==> config.mk <==
export PLATFORM = sky130hd
export DESIGN_NAME = drum_transfer_sequencer_core
export DESIGN_NICKNAME = d
export VERILOG_FILES = /design/src/rtl/core/dts_pkg.sv /design/src/rtl/core/drum_transfer_sequencer_core.sv /design/src/rtl/core/dts_ram.sv /design/src/rtl/core/dts_ctrl.sv /design/src/rtl/core/dts_datapath.sv
export SDC_FILE = /design/constraint.sdc
export NUM_CORES = 1
export LEC_CHECK = 0
export ABC_AREA = 1
export BUFFER_PORTS_ARGS = -buffer_cell sky130_fd_sc_hd__buf_2
export CAP_MARGIN = 20
export CELL_PAD_IN_SITES_DETAIL_PLACEMENT = 0
export CELL_PAD_IN_SITES_GLOBAL_PLACEMENT = 1
export CORE_MARGIN = 4
export CORE_UTILIZATION = 53
export DETAILED_ROUTE_END_ITERATION = 16
export GPL_TIMING_DRIVEN = 0
export PLACE_DENSITY_LB_ADDON = 0.15
export SKIP_LAST_GASP = 1
export SYNTH_ARGS = -nofsm -noshare
export SYNTH_HDL_FRONTEND = slang
export SYNTH_SLANG_ARGS = --single-unit
export TNS_END_PERCENT = 30
==> constraint.sdc <==
create_clock -name clk -period 9.2 [get_ports clk]
set_clock_uncertainty 0.1 [all_clocks]
set_input_delay 1.84 -clock clk [delete_from_list [all_inputs] [get_ports clk]]
set_output_delay 1.84 -clock clk [all_outputs]
set_load 0.05 [all_outputs]
==> src/rtl/core/dts_pkg.sv <==
`default_nettype none

package dts_pkg;

    // Drum geometry
    localparam int NUM_DRUMS      = 2;
    localparam int ZONES_PER_DRUM = 256;
    localparam int QUEUE_DEPTH    = 4;

    // Field widths
    localparam int BLK_W   = 11;
    localparam int WC_W    = 16;
    localparam int ADDR_W  = 20;
    localparam int TAG_W   = 8;
    localparam int ZONE_W  = 8;
    localparam int PAGE_W  = 10;
    localparam int SEC_W   = 13;
    localparam int TDATA_W = 56;

    // Transfer sizes in words
    localparam logic [WC_W-1:0] SECT_WORDS = WC_W'(256);
    localparam logic [WC_W-1:0] ZONE_WORDS = WC_W'(1024);

    // Sectors on one drum and on all drums
    localparam logic [SEC_W-1:0] PER_DRUM_SECT = SEC_W'(ZONES_PER_DRUM * 4);
    localparam logic [SEC_W-1:0] TOTAL_SECT    = SEC_W'(NUM_DRUMS * ZONES_PER_DRUM * 4);

    // Armed free bit codes
    localparam logic [1:0] ARMED_NONE = 2'd0;
    localparam logic [1:0] ARMED_ONE  = 2'd1;
    localparam logic [1:0] ARMED_TWO  = 2'd2;

    typedef enum logic [1:0] {
        MODE_SUBMIT = 2'd0,
        MODE_ACCEPT = 2'd1,
        MODE_REJECT = 2'd2,
        MODE_FINISH = 2'd3
    } mode_t;

    typedef enum logic [2:0] {
        KIND_EXCHANGE = 3'd0,
        KIND_DONE     = 3'd1,
        KIND_FAILED   = 3'd2,
        KIND_REFUSED  = 3'd3,
        KIND_FULL     = 3'd4,
        KIND_STRAY    = 3'd5
    } kind_t;

    // One request; block_number sits in the lowest bits
    typedef struct packed {
        logic [TAG_W-1:0]  request_tag;
        logic              is_read;
        logic [ADDR_W-1:0] memory_address;
        logic [WC_W-1:0]   word_count;
        logic [BLK_W-1:0]  block_number;
    } req_t;

    localparam int REQ_W = $bits(req_t);

    // Result payload; tag sits in the lowest bits
    typedef struct packed {
        logic [4:0]        pad;
        logic [1:0]        armed;
        logic [WC_W-1:0]   residual;
        logic              read_dir;
        logic [1:0]        quarter;
        logic [PAGE_W-1:0] memory_page;
        logic              page_mode;
        logic [1:0]        sector;
        logic [ZONE_W-1:0] zone;
        logic              drum;
        logic [TAG_W-1:0]  tag;
    } out_data_t;

    // Controller to datapath
    typedef struct packed {
        logic  capture;
        logic  enqueue;
        logic  pop;
        logic  advance;
        logic  arm;
        logic  disarm;
        logic  load;
        kind_t kind;
        logic  last;
    } dts_cmd_t;

    // Datapath to controller
    typedef struct packed {
        mode_t mode;
        logic  refuse;
        logic  full;
        logic  empty;
        logic  one_left;
        logic  more;
        logic  out_free;
    } dts_status_t;

endpackage

`default_nettype wire

==> src/rtl/core/drum_transfer_sequencer_core.sv <==
// A refused, full, failed, done or stray result is loaded into the output register from the
// DECIDE state; an exchange command first passes FETCH and ISSUE to read the queue head.
// A new input beat is taken only once the last one is done (s_tready only in IDLE); the
// registered read port of the request queue adds the FETCH state. Output stalls hold the
// next result. Reset clears queue pointers, count, words done, armed bit and output valid;
// queue contents stay undefined until written.
`default_nettype none

module drum_transfer_sequencer_core
    import dts_pkg::*;
#(
    parameter int QUEUE_DEPTH = dts_pkg::QUEUE_DEPTH
) (
    input  wire logic               clk,
    input  wire logic               rst_n,
    input  wire logic               s_tvalid,
    output logic                    s_tready,
    // block_number, word_count, memory_address, is_read, request_tag
    input  wire logic [TDATA_W-1:0] s_tdata,
    // mode
    input  wire logic [1:0]         s_tuser,
    output logic                    m_tvalid,
    input  wire logic               m_tready,
    // tag, drum, zone, sector, page_mode, memory_page, quarter, read_dir, residual, armed
    output logic [TDATA_W-1:0]      m_tdata,
    // kind
    output logic [2:0]              m_tuser,
    output logic                    m_tlast
);

    dts_cmd_t    cmd;
    dts_status_t st;

    dts_ctrl u_ctrl (
        .clk     (clk),
        .rst_n   (rst_n),
        .s_tvalid(s_tvalid),
        .s_tready(s_tready),
        .st      (st),
        .cmd     (cmd)
    );

    dts_datapath #(
        .QUEUE_DEPTH(QUEUE_DEPTH)
    ) u_datapath (
        .clk     (clk),
        .rst_n   (rst_n),
        .cmd     (cmd),
        .st      (st),
        .s_tdata (s_tdata),
        .s_tuser (s_tuser),
        .m_tready(m_tready),
        .m_tvalid(m_tvalid),
        .m_tdata (m_tdata),
        .m_tuser (m_tuser),
        .m_tlast (m_tlast)
    );

endmodule

`default_nettype wire

==> src/rtl/core/dts_ram.sv <==
`default_nettype none

module dts_ram #(
    parameter int WIDTH = 8,
    parameter int DEPTH = 4,
    localparam int AW   = (DEPTH > 1) ? $clog2(DEPTH) : 1
) (
    input  wire logic             clk,
    input  wire logic             we,
    input  wire logic [AW-1:0]    waddr,
    input  wire logic [WIDTH-1:0] wdata,
    input  wire logic [AW-1:0]    raddr,
    output logic      [WIDTH-1:0] rdata
);

    logic [WIDTH-1:0] mem_reg [DEPTH];
    logic [WIDTH-1:0] rdata_reg;

    // Write one word, read one word registered
    always_ff @(posedge clk)
    begin
        if (we)
        begin
            mem_reg[waddr] <= wdata;
        end
        rdata_reg <= mem_reg[raddr];
    end

    assign rdata = rdata_reg;

endmodule

`default_nettype wire

==> src/rtl/core/dts_ctrl.sv <==
`default_nettype none

module dts_ctrl
    import dts_pkg::*;
(
    input  wire logic        clk,
    input  wire logic        rst_n,
    input  wire logic        s_tvalid,
    output logic             s_tready,
    input  wire dts_status_t st,
    output dts_cmd_t         cmd
);

    typedef enum logic [1:0] {
        S_IDLE,
        S_DECIDE,
        S_FETCH,
        S_ISSUE
    } state_t;

    state_t state_reg;
    state_t state_next;

    // Hold state
    always_ff @(posedge clk or negedge rst_n)
    begin
        if (!rst_n)
        begin
            state_reg <= S_IDLE;
        end
        else
        begin
            state_reg <= state_next;
        end
    end

    assign s_tready = (state_reg == S_IDLE);

    // Decode the captured beat into datapath commands
    always_comb
    begin
        cmd        = '0;
        cmd.kind   = KIND_EXCHANGE;
        state_next = state_reg;
        unique case (state_reg)
            S_IDLE:
            begin
                if (s_tvalid)
                begin
                    cmd.capture = 1'b1;
                    state_next  = S_DECIDE;
                end
            end
            S_DECIDE:
            begin
                if (st.out_free)
                begin
                    state_next = S_IDLE;
                    unique case (st.mode)
                        MODE_SUBMIT:
                        begin
                            if (st.refuse)
                            begin
                                cmd.load = 1'b1;
                                cmd.kind = KIND_REFUSED;
                                cmd.last = 1'b1;
                            end
                            else if (st.full)
                            begin
                                cmd.load = 1'b1;
                                cmd.kind = KIND_FULL;
                                cmd.last = 1'b1;
                            end
                            else
                            begin
                                cmd.enqueue = 1'b1;
                                if (st.empty)
                                begin
                                    state_next = S_FETCH;
                                end
                            end
                        end
                        MODE_ACCEPT:
                        begin
                            cmd.arm = !st.empty;
                        end
                        MODE_REJECT:
                        begin
                            if (!st.empty)
                            begin
                                cmd.load   = 1'b1;
                                cmd.kind   = KIND_FAILED;
                                cmd.last   = st.one_left;
                                cmd.pop    = 1'b1;
                                cmd.disarm = st.one_left;
                                if (!st.one_left)
                                begin
                                    state_next = S_FETCH;
                                end
                            end
                        end
                        MODE_FINISH:
                        begin
                            if (st.empty)
                            begin
                                cmd.load   = 1'b1;
                                cmd.kind   = KIND_STRAY;
                                cmd.last   = 1'b1;
                                cmd.disarm = 1'b1;
                            end
                            else if (st.more)
                            begin
                                cmd.advance = 1'b1;
                                state_next  = S_FETCH;
                            end
                            else
                            begin
                                cmd.load   = 1'b1;
                                cmd.kind   = KIND_DONE;
                                cmd.last   = st.one_left;
                                cmd.pop    = 1'b1;
                                cmd.disarm = st.one_left;
                                if (!st.one_left)
                                begin
                                    state_next = S_FETCH;
                                end
                            end
                        end
                    endcase
                end
            end
            S_FETCH:
            begin
                // Let the queue head settle through the read register
                state_next = S_ISSUE;
            end
            S_ISSUE:
            begin
                if (st.out_free)
                begin
                    cmd.load   = 1'b1;
                    cmd.kind   = KIND_EXCHANGE;
                    cmd.last   = 1'b1;
                    state_next = S_IDLE;
                end
            end
        endcase
    end

endmodule

`default_nettype wire

==> src/rtl/core/dts_datapath.sv <==
`default_nettype none

module dts_datapath
    import dts_pkg::*;
#(
    parameter int QUEUE_DEPTH = dts_pkg::QUEUE_DEPTH
) (
    input  wire logic               clk,
    input  wire logic               rst_n,
    input  wire dts_cmd_t           cmd,
    output dts_status_t             st,
    input  wire logic [TDATA_W-1:0] s_tdata,
    input  wire logic [1:0]         s_tuser,
    input  wire logic               m_tready,
    output logic                    m_tvalid,
    output logic [TDATA_W-1:0]      m_tdata,
    output logic [2:0]              m_tuser,
    output logic                    m_tlast
);

    localparam int PTR_W = (QUEUE_DEPTH > 1) ? $clog2(QUEUE_DEPTH) : 1;
    localparam int CNT_W = $clog2(QUEUE_DEPTH + 1);
    localparam logic [PTR_W-1:0] PTR_LAST = PTR_W'(QUEUE_DEPTH - 1);
    localparam logic [CNT_W-1:0] CNT_FULL = CNT_W'(QUEUE_DEPTH);

    req_t              in_req_reg;
    mode_t             in_mode_reg;
    logic [PTR_W-1:0]  head_reg;
    logic [PTR_W-1:0]  tail_reg;
    logic [CNT_W-1:0]  count_reg;
    logic [WC_W-1:0]   words_done_reg;
    logic              page_reg;
    logic [1:0]        armed_reg;
    logic [1:0]        armed_next;
    logic              out_valid_reg;
    out_data_t         out_data_reg;
    out_data_t         out_data_next;
    kind_t             out_kind_reg;
    logic              out_last_reg;

    logic [REQ_W-1:0]  head_bits;
    req_t              head;

    logic [SEC_W-1:0]  reach;
    logic [SEC_W-1:0]  sec;
    logic [SEC_W-1:0]  zone_off;
    logic [ADDR_W-1:0] pa;
    logic              drum_hi;
    logic [WC_W-1:0]   remain;
    logic              page_ok;
    logic [WC_W-1:0]   wd_new;

    // Request queue
    dts_ram #(
        .WIDTH(REQ_W),
        .DEPTH(QUEUE_DEPTH)
    ) u_queue (
        .clk  (clk),
        .we   (cmd.enqueue),
        .waddr(tail_reg),
        .wdata(in_req_reg),
        .raddr(head_reg),
        .rdata(head_bits)
    );

    assign head = req_t'(head_bits);

    // Capture the input beat
    always_ff @(posedge clk)
    begin
        if (cmd.capture)
        begin
            in_req_reg  <= req_t'(s_tdata);
            in_mode_reg <= mode_t'(s_tuser);
        end
    end

    // Refuse zero, unaligned or out-of-range requests
    assign reach = SEC_W'({in_req_reg.block_number, 1'b0}) + SEC_W'(in_req_reg.word_count[15:8]);

    // Locate the current exchange of the head request
    assign sec      = SEC_W'({head.block_number, 1'b0}) + SEC_W'(words_done_reg[15:8]);
    assign drum_hi  = (sec >= PER_DRUM_SECT);
    assign zone_off = drum_hi ? (sec - PER_DRUM_SECT) : sec;
    assign pa       = head.memory_address + ADDR_W'(words_done_reg);
    assign remain   = head.word_count - words_done_reg;
    assign page_ok  = (sec[1:0] == 2'd0) && (pa[9:0] == 10'd0) && (remain >= ZONE_WORDS);
    assign wd_new   = words_done_reg + (page_reg ? ZONE_WORDS : SECT_WORDS);

    // Report status to the controller
    always_comb
    begin
        st.mode     = in_mode_reg;
        st.refuse   = (in_req_reg.word_count == '0) || (in_req_reg.word_count[7:0] != 8'd0)
                      || (in_req_reg.memory_address[7:0] != 8'd0) || (reach > TOTAL_SECT);
        st.full     = (count_reg == CNT_FULL);
        st.empty    = (count_reg == '0);
        st.one_left = (count_reg == CNT_W'(1));
        st.more     = (wd_new < head.word_count);
        st.out_free = !out_valid_reg || m_tready;
    end

    // Update the armed free bit
    always_comb
    begin
        armed_next = armed_reg;
        if (cmd.disarm)
        begin
            armed_next = ARMED_NONE;
        end
        else if (cmd.arm)
        begin
            armed_next = drum_hi ? ARMED_TWO : ARMED_ONE;
        end
    end

    // Form the result beat
    always_comb
    begin
        out_data_next       = '0;
        out_data_next.armed = armed_next;
        case (cmd.kind) inside
            KIND_EXCHANGE:
            begin
                out_data_next.tag         = head.request_tag;
                out_data_next.drum        = drum_hi;
                out_data_next.zone        = zone_off[ZONE_W+1:2];
                out_data_next.page_mode   = page_ok;
                out_data_next.memory_page = pa[ADDR_W-1:10];
                out_data_next.sector      = page_ok ? 2'd0 : sec[1:0];
                out_data_next.quarter     = page_ok ? 2'd0 : pa[9:8];
                out_data_next.read_dir    = head.is_read;
            end
            KIND_DONE:
            begin
                out_data_next.tag = head.request_tag;
            end
            KIND_FAILED:
            begin
                out_data_next.tag      = head.request_tag;
                out_data_next.residual = remain;
            end
            KIND_REFUSED, KIND_FULL:
            begin
                out_data_next.tag      = in_req_reg.request_tag;
                out_data_next.residual = in_req_reg.word_count;
            end
            default:
            begin
                out_data_next.tag = '0;
            end
        endcase
    end

    // Advance queue pointers, progress and output valid
    always_ff @(posedge clk or negedge rst_n)
    begin
        if (!rst_n)
        begin
            head_reg       <= '0;
            tail_reg       <= '0;
            count_reg      <= '0;
            words_done_reg <= '0;
            page_reg       <= 1'b0;
            armed_reg      <= ARMED_NONE;
            out_valid_reg  <= 1'b0;
        end
        else
        begin
            armed_reg <= armed_next;
            if (cmd.enqueue)
            begin
                tail_reg  <= (tail_reg == PTR_LAST) ? '0 : tail_reg + PTR_W'(1);
                count_reg <= count_reg + CNT_W'(1);
            end
            if (cmd.pop)
            begin
                head_reg       <= (head_reg == PTR_LAST) ? '0 : head_reg + PTR_W'(1);
                count_reg      <= count_reg - CNT_W'(1);
                words_done_reg <= '0;
            end
            else if (cmd.advance)
            begin
                words_done_reg <= wd_new;
            end
            if (cmd.load && (cmd.kind == KIND_EXCHANGE))
            begin
                page_reg <= page_ok;
            end
            if (cmd.load)
            begin
                out_valid_reg <= 1'b1;
            end
            else if (m_tready)
            begin
                out_valid_reg <= 1'b0;
            end
        end
    end

    // Hold the result payload
    always_ff @(posedge clk)
    begin
        if (cmd.load)
        begin
            out_data_reg <= out_data_next;
            out_kind_reg <= cmd.kind;
            out_last_reg <= cmd.last;
        end
    end

    assign m_tvalid = out_valid_reg;
    assign m_tdata  = out_data_reg;
    assign m_tuser  = out_kind_reg;
    assign m_tlast  = out_last_reg;

endmodule

`default_nettype wire

==> results of run 1 <==
[cell usage in the layout, fill, tap and decap left out, types with 2 or more instances in the layout]
cell        count
nor2_2         11
inv_1         107
xnor2_1        16
inv_2           2
clkbuf_16      42
nand2_2         6
buf_12          7
buf_2         124
fa_1            2
conb_1          7
dfrtp_1        21
nand3_1        51
a21oi_1        24
dfxtp_1        56
clkbuf_1       50
nor2_4          5
buf_16          2
buf_4           5
edfxtp_1      337
clkinv_2        6
a21o_1          2
o21ai_0       129
nor4_1         10
nor3_1          9
bufinv_16       5
clkbuf_8        5
inv_6           2
nor2_1        177
clkinvlp_4      2
buf_6           6
ha_1           51
nand2_1       146
nand4_1        33
xor2_1         20
o22ai_1        62
clkinv_1        4
nand3b_1        5
[kinds of logic (layout without fill, tap and decap cells)]
kind of cell / Yosys count / after routing / share of synthesized area (%)
other: 2 / 7 / 0.04504
multiplexers: 1 / 1 / 0.06754
adder cells (fa/ha/maj): 53 / 53 / 4.068
AO/OA/AOI/OAI: 226 / 226 / 7.437
XOR/XNOR: 36 / 36 / 1.891
flip-flops: 414 / 414 / 70.57
AND/OR/NAND/NOR: 459 / 459 / 12.05
buffers and inverters: 162 / 372 / 3.865
[synthesized netlist by cell type (all sizes together)]
library cell	n	area share, %
a21o	2	0.090
inv	110	2.5
o31a	1	0.053
nand2	153	3.6
o21ai	129	3.9
ha	51	3.8
xor2	20	1.1
xnor2	16	0.84
dfxtp	56	6.7
a21oi	25	0.77
and2	1	0.038
a211oi	1	0.045
nor4	10	0.38
a31oi	1	0.038
nor2	194	4.7
buf	12	0.47
o21bai	1	0.045
nor3	10	0.30
clkbuf	39	0.88
o221ai	1	0.053
clkinv	1	0.022
a21boi	1	0.045
o211ai	1	0.045
dfrtp	21	3.2
conb	2	0.045
mux2	1	0.068
nand3b	5	0.23
nor3b	1	0.045
nand3	52	1.6
o311ai	1	0.053
edfxtp	337	61
nand4	33	1.2
fa	2	0.24
o22ai	62	2.3
[metal layers]
metal / up-vias / GRT usage [%]
li1: 5163 / -
met1: 5078 / 30.90
met2: 393 / 35.77
met3: 71 / 4.242
met4: 0 / 7.164
met5: - / 0
[final cells by class]
class,count,share of cell area [%]
well taps,396,2.542
inverters,111,2.151
clock buffers,58,5.957
clock inverters,20,1.348
repair buffers,132,4.320
flip-flops and latches,414,60.37
plain buffers,51,1.156
multi-input cells,782,22.15
[critical path, cell delays in order]
cell and delay (ns):
buf_2 0.07, nor2_1 0.03, inv_1 0.08, nand2_1 0.10, nor2_1 0.32, inv_1 0.25
nor2_1 0.14, nand4_1 0.54, nor2_4 0.81, buf_12 0.27
[through the flow]
step                      area [sq um]  setup TNS [ns]  utilization [%]
after floorplan                  16690               0                -
after global placement           17780        -0.04886            57.66
after detailed placement         18070               0            58.60
after CTS                        19490               0            63.22
after global routing             19490               0            63.22
final                            19490               0            63.22
[how the worst max path moves through the flow]
stage / start / to / slack [ns] / cells after the start
after CTS: m_tready / u_datapath.u_queue.mem_reg[2][5] / 4.83 / 10
after detailed placement: m_tready / u_datapath.u_queue.mem_reg[2][48] / 4.26 / 10
after global routing: m_tready / u_datapath.u_queue.mem_reg[2][5] / 4.57 / 10
final: m_tready / u_datapath.u_queue.mem_reg[2][6] / 4.86 / 10
after floorplan: s_tvalid / u_datapath.in_mode_reg[0] / 2.74 / 2
after global placement: s_tvalid / u_datapath.in_req_reg[49] / -0.004 / 3
[power breakdown]
part | internal (W) | total, W | leakage [nW] | switching [W]
clock network | 0.00103 | 0.00173 | 0.690 | 0.000697
registers | 0.00255 | 0.00280 | 3.82 | 0.000250
logic | 0.000742 | 0.00255 | 3.07 | 0.00181
==> out/results.ini, run 1 <==
[timing]
finalSetupViolCount = 0
relSlewSlack_pct = 38.66
period_share_pct = 47.17
fin_hold_ws_ns = 0.3868
maxSlewViolCount = 0
rsz0062_at_grt = false
worstMarginPinSlew_ns = 0.9151
clock.fmax_mhz = 230.4
min_period_ns = 4.339
setup_slack_ns = 4.861
hold_viol = 0

[layout]
multiInputGateArea_sq_um = 4318
syn_to_final_growth_pct = 16.90
largest_reg_flops = 224
num_antenna_cells = 0
drive_gt1_share_pct = 15.24
finalNonFillerCells = 1964
fin_nets = 1649
fillers = 2354
seq_area_sq_um = 11770

[placed_design]
dp_hpwl_mm = 26.04
pre_cts_ws_ns = 4.259
io_buffers = 118
dp_cells = 1886
gp_congestion = 0.8995

[critical_path]
rr_startpoint = u_datapath.in_req_reg[20]
ff2ff_setup_slack_ns = 4.95
start_kind = primary input
cp-end-kind = flop
cp.required_ns = 9.34
worstSetupPathType = primary input to flop
reg2reg_to = u_datapath.u_queue.mem_reg[2][6]
arrival_ns = 4.48
path_max_fanout = 22
r2r_cells = 16

[synthesis]
syn_area_sq_um = 16670
synth_cell_types = 45
syn_area_per_cell_sq_um = 12.32
synth-seq-area-share_pct = 70.57
synth_cells = 1353
ys.warnings.count = 0
synth-seq-cells = 414

[clock_tree]
cts_setup_buffers = 0
cts_buffers = 42
root_buffer = clkbuf_16
htreeDepth = 2
clk_latency_ns = 0.56
post_cts_resized = 0
clock_sinks = 414
clk_path_buf_depth = 3
hold_buffers = 0
path_clk_slew_ns = 0.06
cts_tree = built

[worst_hold_path]
min_path_type = flop to flop
hold_end = u_datapath.u_queue.rdata[23]
hold_start = u_datapath.u_queue.mem_reg[0][23]
hold_depth = 2

[pwr]
pwr_density_cell_nw_per_um2 = 363.1
peakVddDrop_v = 0.0001662
p_leak_nw = 7.576
total_power_w = 0.007076

[floorplan]
initial_core_util_pct = 54.08
rows = 64
die-width_microns = 185.4
dieArea_sq_um = 34360
die_h_microns = 185.4
core_area_sq_um = 30830
io_pins = 124

[drt]
routed_wl_mm = 38.02
top_layer_used = met4
vias = 10710
wl_met3_mm = 3.000
drtIter0Drc = 988
postRouteAntennaNets = 0
dr.pass1.iters = 5
viasPerCell = 5.451
wl_met1_mm = 16.22
drcViolationCount = 0
wl_met2_mm = 17.70
wl_per_cell_microns = 19.36

[grt]
overflow = 0
first_global_vias = 10400
grt_max_degree = 33
grt_antenna_before_repair = 1
track_usage_pct = 22.22
grt_first_pass_wirelength_mm = 58.17

[run]
max_cap_violations = 0

[outcome]
status = complete, no violations

Power figures use the tool's default switching activity.
==> run 2: changes to the inputs <==
--- a/config.mk
+++ b/config.mk
@@ -5,13 +5,13 @@
 export SDC_FILE = /design/constraint.sdc
 export NUM_CORES = 1
 export LEC_CHECK = 0
-export ABC_AREA = 1
+export ABC_AREA = 0
 export BUFFER_PORTS_ARGS = -buffer_cell sky130_fd_sc_hd__buf_2
 export CAP_MARGIN = 20
 export CELL_PAD_IN_SITES_DETAIL_PLACEMENT = 0
 export CELL_PAD_IN_SITES_GLOBAL_PLACEMENT = 1
 export CORE_MARGIN = 4
-export CORE_UTILIZATION = 53
+export CORE_UTILIZATION = 51
 export DETAILED_ROUTE_END_ITERATION = 16
 export GPL_TIMING_DRIVEN = 0
 export PLACE_DENSITY_LB_ADDON = 0.15
==> constraint.sdc (replaced) <==
create_clock -name clk -period 4.5 [get_ports clk]
set_clock_uncertainty 0.1 [all_clocks]
set_input_delay 0.9 -clock clk [delete_from_list [all_inputs] [get_ports clk]]
set_output_delay 0.9 -clock clk [all_outputs]
set_load 0.05 [all_outputs]
==> run 2 against run 1 <==
Largest power group unchanged; critical path type is now flop to flop; routed wire length decreased by 11%; die area up 2.2%; register-to-register slack got worse by 4.8 ns; critical path depth is the same; cell count decreased by 20%.
==> out/results.ini, run 2 <==
[clock_tree]
cts_tree = built
path_clk_slew_ns = 0.06
clk_latency_ns = 0.54
htreeDepth = 2
hold_buffers = 0
clock_sinks = 414
root_buffer = clkbuf_16
cts_buffers = 43
clk_path_buf_depth = 3

[drt]
dr.pass1.iters = 5
drtIter0Drc = 508
vias = 8759
routed_wl_mm = 34.02
drcViolationCount = 0
wl_per_cell_microns = 21.66
viasPerCell = 5.575
postRouteAntennaNets = 0

[pwr]
pwr_density_cell_nw_per_um2 = 678.9
p_leak_nw = 6.925
p_comb_share_pct = 31.1
p_sw_w = 0.004452
total_power_w = 0.01304
pwr-share-clk_pct = 27.3
peakVddDrop_v = 0.0004412
intPower_w = 0.008591
power_frac_seq_pct = 41.7
sw_frac_of_total_pct = 34.13

[critical_path]
slowest_stage = edfxtp_1
worstSetupPathType = flop to flop
path_max_fanout = 33
cp.required_ns = 4.62
start_kind = flop
crit_path_frequent_cell = nor4_4
critPathMaxStageDelay_ns = 0.50
arrival_ns = 4.45
ff2ff_setup_slack_ns = 0.17
critical_path.top_delay_family = simple AND/OR/NAND/NOR gates
critPathBufInv = 1
rr_startpoint = u_datapath.in_req_reg[20]
reg2reg_to = u_datapath.u_queue.mem_reg[0][50]
cp-end-kind = flop
cp.depth = 10
crit_chain = ha_1 > fa_1 > a21o_1 > a2111oi_4 > o221ai_2 > nor4_4 > a31oi_4 > nor4_4 > and2_4 > buf_12
r2r_cells = 10

[floorplan]
die_h_microns = 187.4
die-width_microns = 187.4
rows = 65
core_area_sq_um = 31640
io_pins = 124
dieArea_sq_um = 35120
initial_core_util_pct = 51.88

[synthesis]
synth-seq-cells = 414
synth_ff_type = edfxtp_1
syn_area_sq_um = 16410
syn_area_per_cell_sq_um = 17.26
synth_top_area_cell = edfxtp_1
synth_cell_types = 77
ys.warnings.count = 0
synth_cells = 951
synth_top_area_share_pct = 61.66
ys_top_cells_by_area = edfxtp_1 (62%), mux4_2 (7.7%), dfxtp_1 (6.8%), ha_1 (3.9%), dfrtp_1 (3.2%)
synth_top_cells_by_count = edfxtp_1 (337), dfxtp_1 (56), mux4_2 (56)
synth-edff-count = 337
synth-seq-area-share_pct = 71.69
yosysMostFrequentCell = edfxtp_1
async_flop_share_pct = 5.072

[placed_design]
io_buffers = 118
dp_hpwl_mm = 22.16
pre_cts_ws_ns = -0.4210
gp_congestion = 0.8138
place_area_sq_um = 17650

[layout]
final_cell_mix = edfxtp_1 (337), buf_2 (118), mux4_2 (56), dfxtp_1 (56), ha_1 (51)
largest_reg_flops = 224
num_antenna_cells = 0
utilization_pct = 60.73
syn_to_final_growth_pct = 17.06
design_area_sq_um = 19210
drive_gt1_share_pct = 24.89
layout_commonest_cell = edfxtp_1
fin_nets = 1249

[timing]
clock.fmax_mhz = 231.2
period_share_pct = 96.12
maxSlewViolCount = 0
setup_slack_ns = 0.1745
min_period_ns = 4.326
worstMarginPinSlew_ns = 0.9297
finalSetupViolCount = 0
relSlewSlack_pct = 38.02
rsz0062_at_grt = true
hold_viol = 0

[run]
max_cap_violations = 0

[grt]
grt_max_degree = 56
first_global_vias = 8835
grt_first_pass_wirelength_mm = 51.49
grt_antenna_before_repair = 0
overflow = 0
track_usage_pct = 18.74

[outcome]
status = complete, no violations

[worst_hold_path]
min_path_type = primary input to async pin

[run 2: cell count changes after synthesis, moves of 56 or more]
cell,before,now
mux4_2,0,56
o21ai_0,129,24
o22ai_1,62,4
inv_1,107,36
nand2_1,147,37
nor2_1,181,30
[run 2: what timing repair did]
action                     CTS  global route
cloned                       0             3
setup buffers                0             6
pin swaps                    0             5
gates resized for setup      3             1
setup endpoints to repair  137           183
[run 2: worst reg2reg max path, delay by kind of cell (launching register included)]
family	cells	cell delay, ns
buffers and inverters	1	0.28
AO/OA/AOI/OAI	4	1.12
adder cells (fa/ha/maj)	2	0.71
flip-flops	1	0.50
AND/OR/NAND/NOR	3	1.24
[run 2: per-stage QoR]
step	instances	hold WS, ns	TNS [ns]
2_1_floorplan	956	0.3587	-17.62
3_3_place_gp	1476	0.3766	-349.09
3_5_place_dp	1481	0.3873	-22.65
4_1_cts	1561	0.2490	-0.5753
5_1_grt	1571	0.2750	-4.754
6_report	1571	0.2389	0
[run 2: layout make-up]
type	instances	area [sq um]
inverters	36	135.1
fillers	2373	12420
repair buffers	130	758.2
multi-input cells	479	4452
flip-flops and latches	414	11770
well taps	402	503.0
clock inverters	29	304.0
plain buffers	30	147.6
clock buffers	51	1146
[run 2: how the worst max path moves through the flow]
stage / startpoint / endpoint / slack, ns
after floorplan: u_datapath.in_req_reg[20] / u_datapath.u_queue.mem_reg[0][0] / -0.11
after global placement: u_datapath.words_done_reg[10] / u_datapath.m_tdata[35] / -1.78
after detailed placement: u_datapath.words_done_reg[10] / u_datapath.m_tdata[4] / -0.42
after CTS: u_datapath.in_req_reg[20] / u_datapath.u_queue.mem_reg[2][34] / -0.02
after global routing: u_datapath.words_done_reg[10] / u_datapath.m_tdata[33] / -0.07
final: u_datapath.in_req_reg[20] / u_datapath.u_queue.mem_reg[0][50] / 0.17
[run 2: routing by layer]
layer	routed length (microns)	up-vias	part of all wire (%)	GRT usage (%)
li1	-	4104	-	-
met1	15550	4376	46	26.66
met2	16040	220	47	30.32
met3	1630	59	4.8	3.453
met4	804	0	2.4	4.941
met5	0	-	0	0
[run 2: power by group through the flow]
stage	Clock [W]	Sequential [W]	Combinational, W
3_5_place_dp	0	0.00551	0.00406
6_report	0.00356	0.00543	0.00406
3_3_place_gp	0	0.00553	0.00399
5_1_grt	0.00381	0.00550	0.00443
2_1_floorplan	0	0.00624	0.00222
4_1_cts	0.00363	0.00544	0.00409
[run 2: cell families after synthesis]
logic type | synth area share (%)
multiplexers | 8.012
flip-flops | 71.69
XOR/XNOR | 1.548
other | 0.04576
AO/OA/AOI/OAI | 6.557
adder cells (fa/ha/maj) | 4.132
AND/OR/NAND/NOR | 6.297
buffers and inverters | 1.715
